--- src/sv/assert_macros.svh ---
// ----------------------------------------------------------------------------
// Assertion macros shared by the thermostat RTL
// Clocked property checks with and without a reset qualifier.
// ----------------------------------------------------------------------------
`ifndef ASSERT_MACROS_SVH
`define ASSERT_MACROS_SVH

// Check a property on every rising edge, ignored while reset is asserted
`define ASSERT_CLK(label, clk, rst_n, prop, msg) \
	label: assert property (@(posedge clk) disable iff (!rst_n) prop) \
		else $error(msg);

// Check a property on every rising edge, reset included
`define ASSERT_CLK_ALWAYS(label, clk, prop, msg) \
	label: assert property (@(posedge clk) prop) else $error(msg);

`endif

--- src/sv/nht_pkg.sv ---
// ----------------------------------------------------------------------------
// nht_pkg
// Types, constants and helpers of the Nose-Hoover thermostat step block.
// ----------------------------------------------------------------------------
`timescale 1ns / 1ps
`default_nettype none

package nht_pkg;

	localparam int FRAC_BITS  = 16;
	localparam int NUM_GROUPS = 2;
	localparam int GRP_W      = (NUM_GROUPS > 1) ? $clog2(NUM_GROUPS) : 1;

	localparam int VAL_W      = 48;
	localparam int WIDE_W     = 64;
	localparam int CFG_IDX_W  = 3;
	localparam int CFG_DATA_W = 48;
	localparam int SCALE_W    = 32;
	localparam int SHIFT_W    = 6;

	// Shared multiplier: 62-bit magnitude times 48-bit operand, 16 bits a cycle
	localparam int MUL_A_W    = 62;
	localparam int MUL_B_W    = 48;
	localparam int MUL_DIG_W  = 16;
	localparam int MUL_DIGITS = MUL_B_W / MUL_DIG_W;
	localparam int MUL_CNT_W  = $clog2(MUL_DIGITS + 1);
	localparam int MUL_ACC_W  = MUL_A_W + MUL_B_W;

	// Shared divider: one quotient bit a cycle
	localparam int DIV_N_W    = MUL_A_W + FRAC_BITS;
	localparam int DIV_D_W    = 62;
	localparam int DIV_CNT_W  = $clog2(DIV_N_W + 1);

	localparam logic [31:0]              KB_Q32    = 32'd35710345;
	localparam logic [MUL_A_W-1:0]       CLAMP_MAG = MUL_A_W'(1) << 61;
	localparam logic signed [WIDE_W-1:0] CLAMP_LIM = 64'sh2000_0000_0000_0000;
	localparam logic signed [WIDE_W-1:0] MAX48     = 64'sh0000_7FFF_FFFF_FFFF;
	localparam logic signed [WIDE_W-1:0] MIN48     = 64'shFFFF_8000_0000_0000;
	localparam logic signed [WIDE_W-1:0] ONE_Q30_W = 64'sh0000_0000_4000_0000;
	localparam logic signed [WIDE_W-1:0] SCALE_MAX_W = 64'sh0000_0000_FFFF_FFFF;
	localparam logic [SCALE_W-1:0]       ONE_Q30   = 32'h4000_0000;
	localparam logic [SCALE_W-1:0]       SCALE_MAX = 32'hFFFF_FFFF;
	localparam logic [DIV_N_W-1:0]       END_NUM   = DIV_N_W'(1) << 60;

	typedef enum logic [CFG_IDX_W-1:0] {
		CFG_TIME_STEP,
		CFG_REF_TEMP_0,
		CFG_REF_TEMP_1,
		CFG_INV_MASS_0,
		CFG_INV_MASS_1,
		CFG_NDOF_0,
		CFG_NDOF_1,
		CFG_COUPLING
	} cfg_idx_t;

	typedef enum logic [3:0] {
		OP_ACCEL,
		OP_VEL,
		OP_POS,
		OP_SCALE,
		OP_EK1,
		OP_EK2,
		OP_EK3,
		OP_PT1,
		OP_PT2,
		OP_PT3
	} mul_op_t;

	typedef enum logic [4:0] {
		ST_IDLE,
		ST_CHECK,
		ST_ACCEL,
		ST_VEL,
		ST_POS,
		ST_SCALE,
		ST_END_DIV,
		ST_EK1,
		ST_EK2,
		ST_EK3,
		ST_PT1,
		ST_PT2,
		ST_PT3,
		ST_END_WAIT,
		ST_MASS_DIV,
		ST_MASS_WAIT,
		ST_SUM,
		ST_OUT
	} ctrl_state_t;

	typedef struct packed {
		logic    load;
		logic    mul_start;
		logic    mul_capture;
		mul_op_t mul_op;
		logic    end_div_start;
		logic    end_capture;
		logic    mass_div_start;
		logic    mass_capture;
		logic    sum;
		logic    out_load;
	} dp_cmd_t;

	typedef struct packed {
		logic bypass;
		logic mul_busy;
		logic mul_done;
		logic div_done;
		logic den_pos;
		logic mass_trivial;
	} dp_status_t;

	typedef struct packed {
		logic                    ovf;
		logic signed [VAL_W-1:0] val;
	} sat48_t;

	// Saturate a wide signed value to the 48-bit signed range
	function automatic sat48_t sat48(input logic signed [WIDE_W-1:0] x);
		sat48_t r;
		r.ovf = 1'b0;
		r.val = x[VAL_W-1:0];
		if (x > MAX48) begin
			r.ovf = 1'b1;
			r.val = MAX48[VAL_W-1:0];
		end else if (x < MIN48) begin
			r.ovf = 1'b1;
			r.val = MIN48[VAL_W-1:0];
		end
		return r;
	endfunction

	// Sign-extend a 48-bit value to the wide datapath
	function automatic logic signed [WIDE_W-1:0] sx48(input logic signed [VAL_W-1:0] x);
		return {{(WIDE_W-VAL_W){x[VAL_W-1]}}, x};
	endfunction

endpackage

`default_nettype wire

--- src/sv/nht_ctrl.sv ---
// ----------------------------------------------------------------------------
// nht_ctrl
// Sequencer of the thermostat step: issues datapath commands per item.
// ----------------------------------------------------------------------------
`timescale 1ns / 1ps
`default_nettype none

module nht_ctrl (
	input  logic                 clk,
	input  logic                 arst_n,
	input  logic                 in_valid,
	input  logic                 out_stall,
	input  nht_pkg::dp_status_t  sts,
	output nht_pkg::dp_cmd_t     cmd,
	output logic                 in_stall,
	output logic                 out_valid
);

	nht_pkg::ctrl_state_t state_q, state_d, nxt_mul;
	logic                 issued_q, issued_d;
	logic                 out_valid_q, out_valid_d;
	logic                 mul_state;

	// State, issue flag and result valid
	always_ff @(posedge clk or negedge arst_n) begin
		if (!arst_n) begin
			state_q     <= nht_pkg::ST_IDLE;
			issued_q    <= 1'b0;
			out_valid_q <= 1'b0;
		end else begin
			state_q     <= state_d;
			issued_q    <= issued_d;
			out_valid_q <= out_valid_d;
		end
	end

	// Next state and commands
	always_comb begin
		cmd        = '0;
		cmd.mul_op = nht_pkg::OP_ACCEL;
		state_d    = state_q;
		issued_d   = issued_q;
		mul_state  = 1'b0;
		nxt_mul    = nht_pkg::ST_IDLE;

		unique case (state_q)
			nht_pkg::ST_IDLE: begin
				if (in_valid) begin
					cmd.load = 1'b1;
					state_d  = nht_pkg::ST_CHECK;
				end
			end
			nht_pkg::ST_CHECK: begin
				state_d = sts.bypass ? nht_pkg::ST_OUT : nht_pkg::ST_ACCEL;
			end
			nht_pkg::ST_ACCEL: begin
				cmd.mul_op = nht_pkg::OP_ACCEL;
				mul_state  = 1'b1;
				nxt_mul    = nht_pkg::ST_VEL;
			end
			nht_pkg::ST_VEL: begin
				cmd.mul_op = nht_pkg::OP_VEL;
				mul_state  = 1'b1;
				nxt_mul    = nht_pkg::ST_POS;
			end
			nht_pkg::ST_POS: begin
				cmd.mul_op = nht_pkg::OP_POS;
				mul_state  = 1'b1;
				nxt_mul    = nht_pkg::ST_SCALE;
			end
			nht_pkg::ST_SCALE: begin
				cmd.mul_op = nht_pkg::OP_SCALE;
				mul_state  = 1'b1;
				nxt_mul    = nht_pkg::ST_END_DIV;
			end
			nht_pkg::ST_END_DIV: begin
				cmd.end_div_start = 1'b1;
				state_d           = nht_pkg::ST_EK1;
			end
			nht_pkg::ST_EK1: begin
				cmd.mul_op = nht_pkg::OP_EK1;
				mul_state  = 1'b1;
				nxt_mul    = nht_pkg::ST_EK2;
			end
			nht_pkg::ST_EK2: begin
				cmd.mul_op = nht_pkg::OP_EK2;
				mul_state  = 1'b1;
				nxt_mul    = nht_pkg::ST_EK3;
			end
			nht_pkg::ST_EK3: begin
				cmd.mul_op = nht_pkg::OP_EK3;
				mul_state  = 1'b1;
				nxt_mul    = nht_pkg::ST_PT1;
			end
			nht_pkg::ST_PT1: begin
				cmd.mul_op = nht_pkg::OP_PT1;
				mul_state  = 1'b1;
				nxt_mul    = nht_pkg::ST_PT2;
			end
			nht_pkg::ST_PT2: begin
				cmd.mul_op = nht_pkg::OP_PT2;
				mul_state  = 1'b1;
				nxt_mul    = nht_pkg::ST_PT3;
			end
			nht_pkg::ST_PT3: begin
				cmd.mul_op = nht_pkg::OP_PT3;
				mul_state  = 1'b1;
				nxt_mul    = nht_pkg::ST_END_WAIT;
			end
			nht_pkg::ST_END_WAIT: begin
				if (!sts.den_pos) begin
					state_d = nht_pkg::ST_MASS_DIV;
				end else if (sts.div_done) begin
					cmd.end_capture = 1'b1;
					state_d         = nht_pkg::ST_MASS_DIV;
				end
			end
			nht_pkg::ST_MASS_DIV: begin
				cmd.mass_div_start = 1'b1;
				state_d = sts.mass_trivial ? nht_pkg::ST_SUM : nht_pkg::ST_MASS_WAIT;
			end
			nht_pkg::ST_MASS_WAIT: begin
				if (sts.div_done) begin
					cmd.mass_capture = 1'b1;
					state_d          = nht_pkg::ST_SUM;
				end
			end
			nht_pkg::ST_SUM: begin
				cmd.sum = 1'b1;
				state_d = nht_pkg::ST_OUT;
			end
			nht_pkg::ST_OUT: begin
				if (!out_valid_q || !out_stall) begin
					cmd.out_load = 1'b1;
					state_d      = nht_pkg::ST_IDLE;
				end
			end
			default: begin
				state_d = nht_pkg::ST_IDLE;
			end
		endcase

		// Shared multiply handshake: start once, capture on done
		if (mul_state) begin
			if (!issued_q) begin
				cmd.mul_start = 1'b1;
				issued_d      = 1'b1;
			end else if (sts.mul_done) begin
				cmd.mul_capture = 1'b1;
				issued_d        = 1'b0;
				state_d         = nxt_mul;
			end
		end

		// Hold the result until taken
		if (cmd.out_load) begin
			out_valid_d = 1'b1;
		end else if (out_valid_q && !out_stall) begin
			out_valid_d = 1'b0;
		end else begin
			out_valid_d = out_valid_q;
		end
	end

	assign in_stall  = (state_q != nht_pkg::ST_IDLE);
	assign out_valid = out_valid_q;

endmodule

`default_nettype wire

--- config.mk ---
export PLATFORM = sky130hd
export DESIGN_NAME = nht_ctrl
export DESIGN_NICKNAME = d
export VERILOG_FILES = /design/src/sv/assert_macros.svh /design/src/sv/nht_pkg.sv /design/src/sv/nht_ctrl.sv
export SDC_FILE = /design/constraint.sdc
export NUM_CORES = 1
export LEC_CHECK = 0
export CAP_MARGIN = 0
export CORE_MARGIN = 2
export CORE_UTILIZATION = 45
export DETAILED_ROUTE_END_ITERATION = 10
export DONT_BUFFER_PORTS = 1
export GPL_ROUTABILITY_DRIVEN = 0
export HOLD_SLACK_MARGIN = 0.15
export PLACE_DENSITY_LB_ADDON = 0.25
export SLEW_MARGIN = 20
export SYNTH_ARGS = -nofsm -noshare
export SYNTH_HDL_FRONTEND = slang
export SYNTH_SLANG_ARGS = --single-unit
--- constraint.sdc ---
create_clock -name clk -period 2.1 [get_ports clk]
set_input_delay 0 -clock clk [delete_from_list [all_inputs] [get_ports clk]]
set_output_delay 0 -clock clk [all_outputs]
set_load 0.005 [all_outputs]
# Yosys cells after proc, flatten, opt, wreduce, memory -nomap -nowiden
# Cells that the tools add are included.
[totals]
output_inout_bits = 15
inputBits = 10
elab_cells = 61
register_bits = 7
[op_classes]
n_eq_ne = 17
reduce_logical = 8
muxes = 33
[op_table]
columns = ["operator", "n"]
rows = [
  ["$mux W5", 10],
  ["$pmux W5 S9", 1],
  ["$eq A5 B4 Y1 const B", 8],
  ["$pmux W4 S10", 1],
  ["$pmux W4 S9", 1],
  ["$eq A5 B3 Y1 const B", 4],
  ["$mux W1", 19],
  ["$eq A5 B2 Y1 const B", 2],
  ["$eq A5 B5 Y1 const B", 2],
  ["$reduce_or A10 Y1", 1],
  ["$eq A5 B1 Y1 const B", 1],
  ["$logic_not A5 Y1", 1],
  ["$reduce_bool A5 Y1", 1],
  ["$logic_not A1 Y1", 2],
  ["$mux W2", 1],
  ["$reduce_bool A2 Y1", 1],
  ["$logic_and A1 B1 Y1", 1],
  ["$logic_or A1 B1 Y1", 1],
]

# Depth between registers and ports, before layout
# Gate-level depths: netlist (run 1).
[logic_depth]
ltp_word = 7
depth_mapped = 6
ltp_nobuf = 4

# Least setup slack after synthesis (run 1)
# OpenSTA, ideal clock, no wires.
[synth_path]
kind = "register to register"
startpoint = "register state_q[3]"
endpoint = "register state_q[3]"
t_arrival_ns = 1.359
path_stages_with_launch = 6
setup_time_ns = 0.121
slack_ns = 0.619
t_required_ns = 1.979
synth_period_minus_slack_ns = 1.481
n_path_buf = 1
cell_sequence = "dfrtp_1 > buf_2 > nand4b_1 > o22ai_1 > a311o_1 > a32o_2"
[synth_via]
elab_chain_len = 6
elab_cells_between_ends = 30
cone_classes = "eq/ne (17); mux (11); reduce/logical (2)"
[synth_rtl]
columns = ["element", "line_no", "rtl"]
rows = [
  ["start, declared", "nht_ctrl.sv:19", "nht_pkg::ctrl_state_t state_q, state_d, nxt_mul;"],
  ["start signal, assigned", "nht_ctrl.sv:27", "state_q <= nht_pkg::ST_IDLE;"],
  ["start signal, assigned", "nht_ctrl.sv:31", "state_q <= state_d;"],
  ["$eq A5 B4 Y1 (tied with other cells)", "nht_ctrl.sv:46", "unique case (state_q)"],
  ["$reduce_or A10 Y1 (no source line) or $mux W5 (tied branches)", "n/a", ""],
  ["$pmux W5 S9", "nht_ctrl.sv:46", ""],
  ["$mux W5", "nht_ctrl.sv:148", "end else if (sts.mul_done) begin"],
  ["$mux W5", "nht_ctrl.sv:145", "if (!issued_q) begin"],
  ["$mux W5 (*)", "nht_ctrl.sv:144", "if (mul_state) begin"],
  ["via state_d[3]", "nht_ctrl.sv:19", ""],
]
# Mark *: on every way through the listed nets, which the timed path passes. The rest lies on a longest branch.
# A chain may end at the register's enable or synchronous reset.

# Final worst setup path (run 1)
[layout_path]
startpoint = "register state_q[2]"
endpoint = "register state_q[1]"
[layout_via]
elab_chain_len = 6
elab_cells_between_ends = 25
cone_classes = "eq/ne (17); mux (6); reduce/logical (2)"
[layout_rtl]
columns = ["element", "line_no"]
rows = [
  ["$eq A5 B4 Y1 (tied with other cells)", "nht_ctrl.sv:46"],
  ["$reduce_or A10 Y1 (no source line)", "n/a"],
  ["$pmux W5 S9", "nht_ctrl.sv:46"],
  ["$mux W5", "nht_ctrl.sv:148"],
  ["$mux W5", "nht_ctrl.sv:145"],
  ["$mux W5 (*)", "nht_ctrl.sv:144"],
  ["via state_d[1]", "nht_ctrl.sv:19"],
]
# Marks and branches as above.

==> impl_metrics.tcl, run 1 <==
set metrics [dict create \
    die-width_um 45.0 \
    synth_nets 109 \
    rsz0062_at_grt "no" \
    htree_levels 1 \
    final_antenna_net_count 0 \
    cts_buffers 3 \
    start_kind "flop" \
    layout.nets 120 \
    synth_ff_type "dfrtp_1" \
    critical_path.max_fanout 12 \
    required_ps 2290 \
    p_leak_nw 0.344 \
    routed_via_density 6.65 \
    run_status "completed" \
    die_h_um 45.0 \
    io_buffers 0 \
    clock.fmax_mhz 524 \
    synth_common_cells "12 x nor2_1, 10 x nand2_1, 7 x a21oi_1, 7 x dfrtp_1, 6 x nor3_1" \
    synth-seq-cells 7 \
    fin_skew_ps 3.50 \
    cts_buffer_depth 2 \
    drive_gt1_frac 0.183 \
    netlist_instances 99 \
    hp-class "in -> reg" \
    hold_viol 0 \
    die_area_um2 2030 \
    track_usage 0.225 \
    fin_area_um2 888 \
    yosysMostFrequentCell "nor2_1" \
    grt_pass1_wl_um 3430 \
    yosysTopAreaCell "dfrtp_1" \
    via_count 831 \
    power_density_nw_per_um2 1490 \
    first_pass_iters 4 \
    wire_per_inst_um 15.8 \
    setup_viol_count_final 0 \
    overflow 0 \
    yosysTopAreaCellShare 0.231 \
    core_area_um2 1540 \
    first_global_vias 793 \
    ir_worst_vdd_v 0.000891 \
    cts_tree "yes" \
    drt_wl_total_um 1970 \
    async_flop_share 1.00 \
    antenna_found_initial 0 \
    synth-edff-count 0 \
    hpwl_um 1420 \
    antenna_cells 0 \
    tns_ps 0 \
    ys_types 39 \
    finalCriticalPeriod_ps 1910 \
    drt-initial-drc-count 32 \
    placed_area_um2 767 \
    drc 0 \
    cts_root_buf "clkbuf_4" \
    clock_latency_ps 250 \
    critPathKind "reg -> reg" \
    start_util 0.491 \
    ys_seq_area_frac 0.231 \
    clkSlewWorstSetupHoldPaths_ps 60 \
    io_pins 25 \
    grt_max_degree 18 \
    cts.sinks 7 \
    num_rows 14 \
    area_delta_synth_final_pct 17.4 \
    syn_area_um2 757 \
    end_kind "flop" \
    slew_headroom 0.724 \
    p_total_mw 1.32 \
    maxSlewViolCount 0 \
    netlist_top_cells_area "dfrtp_1 23%, nor2_1 6.0%, nand2_1 5.0%, a21oi_1 4.6%, nor3_1 4.0%" \
    min_period_over_period 0.909 \
    syn_avg_cell_area_um2 7.65 \
    maxCapViolations 0 \
    final_util 0.576 \
    tightest_slew_ps 413 \
    arrival_ps 2100 \
    yosysWarningCount 0 \
]
[what timing repair did]
| action | CTS | global route |
|---|---|---|
| hold buffers | 9 | 0 |
| setup endpoints to repair | 0 | 1 |
| setup buffers | 0 | 0 |
| endpoints found under the hold margin | 17 | 0 |
| gates resized for setup | 0 | 3 |
[power breakdown]
group	switching (mW)	internal [mW]
clock network	0.0553	0.0699
logic	0.468	0.409
registers	0.127	0.193
[critical path, cell delays in order (launching register included)]
cell and delay [ps]:
dfrtp_2 500, buf_4 190, nor2b_1 190, a211o_1 130
o211ai_1 110, o211ai_2 160, dlygate4sd3_1 560
[routing by layer]
layer	part of all wire	up-vias	track usage
met2	0.49	40	0.369
met3	0.055	2	0.0320
met5	0	-	0
li1	-	391	-
met4	0.0010	0	0.0647
met1	0.45	398	0.309
[cell families after synthesis]
| group | synth area share |
|---|---|
| AOI/OAI and AO/OA | 0.301 |
| xor gates and xnor gates | 0.0231 |
| buffers and inverters | 0.0678 |
| DFF | 0.231 |
| muxes | 0.0430 |
| and+or+nand+nor | 0.334 |
[metrics by stage]
stage	hold slack, ps	setup WS, ps	instances
after floorplan	-296	619	99
after global placement	-295	325	112
after detailed placement	-295	294	112
after CTS	171	61.0	125
after global routing	224	86.1	125
final	179	192	125
[worst paths after layout]
check	from	endpoint	slack [ps]	cells past startpoint
min	sts[2]	state_q[0]$_DFF_PN0_	180	3
min reg2reg	issued_q$_DFFE_PN0N_	issued_q$_DFFE_PN0N_	560	2
min in group asynchronous	arst_n	out_valid$_DFFE_PN0P_	600	2
max in group asynchronous	arst_n	state_q[3]$_DFF_PN0_	1240	2
max	state_q[2]$_DFF_PN0_	state_q[1]$_DFF_PN0_	190	6
max reg2reg	state_q[2]$_DFF_PN0_	state_q[1]$_DFF_PN0_	190	6
[cell type report]
| type | instances | area [um2] |
|---|---|---|
| clock buffers | 3 | 22.5 |
| clock inverters | 1 | 5.00 |
| fillers | 151 | 653 |
| inverters | 3 | 11.3 |
| multi-input cells | 82 | 531 |
| flip-flops and latches | 7 | 179 |
| well taps | 16 | 20.0 |
| repair buffers | 13 | 120 |
[placed cells by master, fill, tap and decap left out, drive strengths merged, types with 4 or more instances in the layout]
| master | Yosys | final |
|---|---|---|
| dlygate4sd3 | 0 | 9 |
| nor2 | 12 | 12 |
| nand2 | 10 | 10 |
| nor2b | 4 | 4 |
| nor3 | 7 | 7 |
| a21oi | 8 | 8 |
| buf | 7 | 4 |
| o211ai | 5 | 5 |
| dfrtp | 7 | 7 |
[sequential cells by signal, indices dropped and copies added (netlist names)]
name	cells
state_q	5
issued_q	1
out_valid	1
(Power assumes the default switching activity.)
==> inputs of run 2 (changes only) <==
--- a/config.mk
+++ b/config.mk
@@ -13,6 +13,7 @@
 export GPL_ROUTABILITY_DRIVEN = 0
 export HOLD_SLACK_MARGIN = 0.15
 export PLACE_DENSITY_LB_ADDON = 0.25
+export REMOVE_ABC_BUFFERS = 1
 export SLEW_MARGIN = 20
 export SYNTH_ARGS = -nofsm -noshare
 export SYNTH_HDL_FRONTEND = slang
==> run 2 against run 1 <==
Against the previous run:
- global-route usage up 0.26 points
- design area down 1.1%
- non-clock buffer count down 1
- cell count down 0.80%
- sequential share of layout area up 0.087 points
- fmax down 4.8%
- worst setup slack worse by 97 ps
- register-to-register slack worse by 97 ps
- flip-flop and latch count unchanged
==> impl_metrics.tcl, run 2 (synthesized netlist as in run 1, its figures left out) <==
set metrics [dict create \
    run_status "completed" \
    track_usage 0.228 \
    p_total_mw 1.32 \
    p_int_mw 0.660 \
    pwr-share-clk 0.097 \
    die-width_um 45.0 \
    htree_levels 1 \
    finalCriticalPeriod_ps 2010 \
    critPathKind "reg -> reg" \
    setup_viol_count_final 0 \
    antenna_found_initial 0 \
    required_ps 2240 \
    end_kind "flop" \
    rsz0062_at_grt "no" \
    clock.fmax_mhz 499 \
    cts_root_buf "clkbuf_4" \
    final_antenna_net_count 0 \
    whs_ps 189 \
    clkSlewWorstSetupHoldPaths_ps 50 \
    slew_headroom 0.728 \
    die_area_um2 2030 \
    cts_buffer_depth 2 \
    arrival_ps 2150 \
    min_period_over_period 0.955 \
    p_switching_mw 0.655 \
    cts.sinks 7 \
    maxCapViolations 0 \
    hold_viol 0 \
    maxSlewViolCount 0 \
    post_cts_buffers 0 \
    first_pass_iters 4 \
    drt-initial-drc-count 33 \
    grt_max_degree 18 \
    cts_buffers 3 \
    ir_worst_vdd_v 0.000695 \
    stdcell_count 124 \
    num_rows 14 \
    routed_via_density 6.60 \
    wire_per_inst_um 17.4 \
    hpwl_um 1530 \
    core_area_um2 1540 \
    critical_path.max_fanout 10 \
    p_leak_nw 0.337 \
    clock_latency_ps 260 \
    power_density_nw_per_um2 1500 \
    place_inst 111 \
    fillers 136 \
    fin_skew_ps 2.02 \
    io_buffers 0 \
    overflow 0 \
    regMostFlops "state_q" \
    tightest_slew_ps 407 \
    first_global_vias 746 \
    via_count 819 \
    largest_register_ffs 5 \
    io_pins 25 \
    layout.nets 119 \
    drt_wl_total_um 2160 \
    hp-class "in -> reg" \
    area_delta_synth_final_pct 16.0 \
    mostFrequentLayoutCells "12 x nor2_1, 10 x nand2_1, 9 x dlygate4sd3_1, 7 x a21oi_1, 6 x nor3_1" \
    cts_tree "yes" \
    pwr-share-comb 0.634 \
    switching_share 0.498 \
    die_h_um 45.0 \
    tns_ps 0 \
    seq_power_share 0.269 \
    grt_pass1_wl_um 3430 \
    antenna_cells 0 \
    final_common_cell "nor2_1" \
    start_util 0.491 \
    drc 0 \
    start_kind "flop" \
    drive_gt1_frac 0.157 \
]
-- run 2: cell count changes in the layout (fill, tap and decap cells not counted) --
cell	previous run	this run
buf_4	4	3
clkbuf_1	0	1
clkinv_2	1	0
dfrtp_1	4	5
dfrtp_2	3	2
-- run 2: power by group through the flow --
stage | sequential (mW) | combinational, mW | clock [mW]
2_1_floorplan | 0.337 | 0.574 | 0
3_3_place_gp | 0.342 | 0.756 | 0
3_5_place_dp | 0.348 | 0.772 | 0
4_1_cts | 0.346 | 0.828 | 0.127
5_1_grt | 0.360 | 0.914 | 0.140
6_report | 0.354 | 0.834 | 0.127
-- run 2: final timing paths --
check	end	slack (ps)	depth (start not counted)	startpoint
hold / removal	state_q[0]$_DFF_PN0_	190	3	sts[2]
min in group asynchronous	issued_q$_DFFE_PN0N_	620	2	arst_n
max in group asynchronous	state_q[2]$_DFF_PN0_	1200	2	arst_n
setup / recovery	state_q[1]$_DFF_PN0_	90	6	state_q[1]$_DFF_PN0_
setup reg to reg	state_q[1]$_DFF_PN0_	90	6	state_q[1]$_DFF_PN0_
hold reg to reg	issued_q$_DFFE_PN0N_	550	2	issued_q$_DFFE_PN0N_
-- run 2: critical path, cell delays in order (launching register included) --
cell	delay (ps)
dfrtp_1	510
buf_4	230
nor2b_1	150
a211o_1	240
o211ai_1	100
o211ai_2	90
dlygate4sd3_1	560
-- run 2: through the flow --
step / util / instance area [um2] / worst slack (ps)
CTS: 0.568 / 876 / 36.2
detailed placement: 0.493 / 759 / 273
finish: 0.570 / 878 / 94.6
floorplan: - / 717 / 372
global route: 0.570 / 878 / 4.29
global placement: 0.493 / 759 / 312
-- run 2: metal layers --
layer / wire length (um) / up-vias / GRT usage
met4: 19 / 0 / 0.0941
met5: 0 / - / 0
met1: 969 / 376 / 0.306
li1: - / 386 / -
met3: 173 / 4 / 0.0560
met2: 1000 / 53 / 0.349
-- run 2: layout make-up --
| class | instances | area [um2] | area share |
|---|---|---|---|
| multi-input cells | 82 | 531 | 0.604 |
| inverters | 3 | 11.3 | 0.0128 |
| repair buffers | 12 | 113 | 0.128 |
| well taps | 16 | 20.0 | 0.0228 |
| clock buffers | 4 | 26.3 | 0.0299 |
| flip-flops and latches | 7 | 178 | 0.202 |
-- run 2: what timing repair did --
item                                    4_1_cts  5_1_grt
hold endpoints to repair                     17        0
hold buffers                                  9        0
endpoints found under the setup margin        0        1
gates resized for setup                       0        2
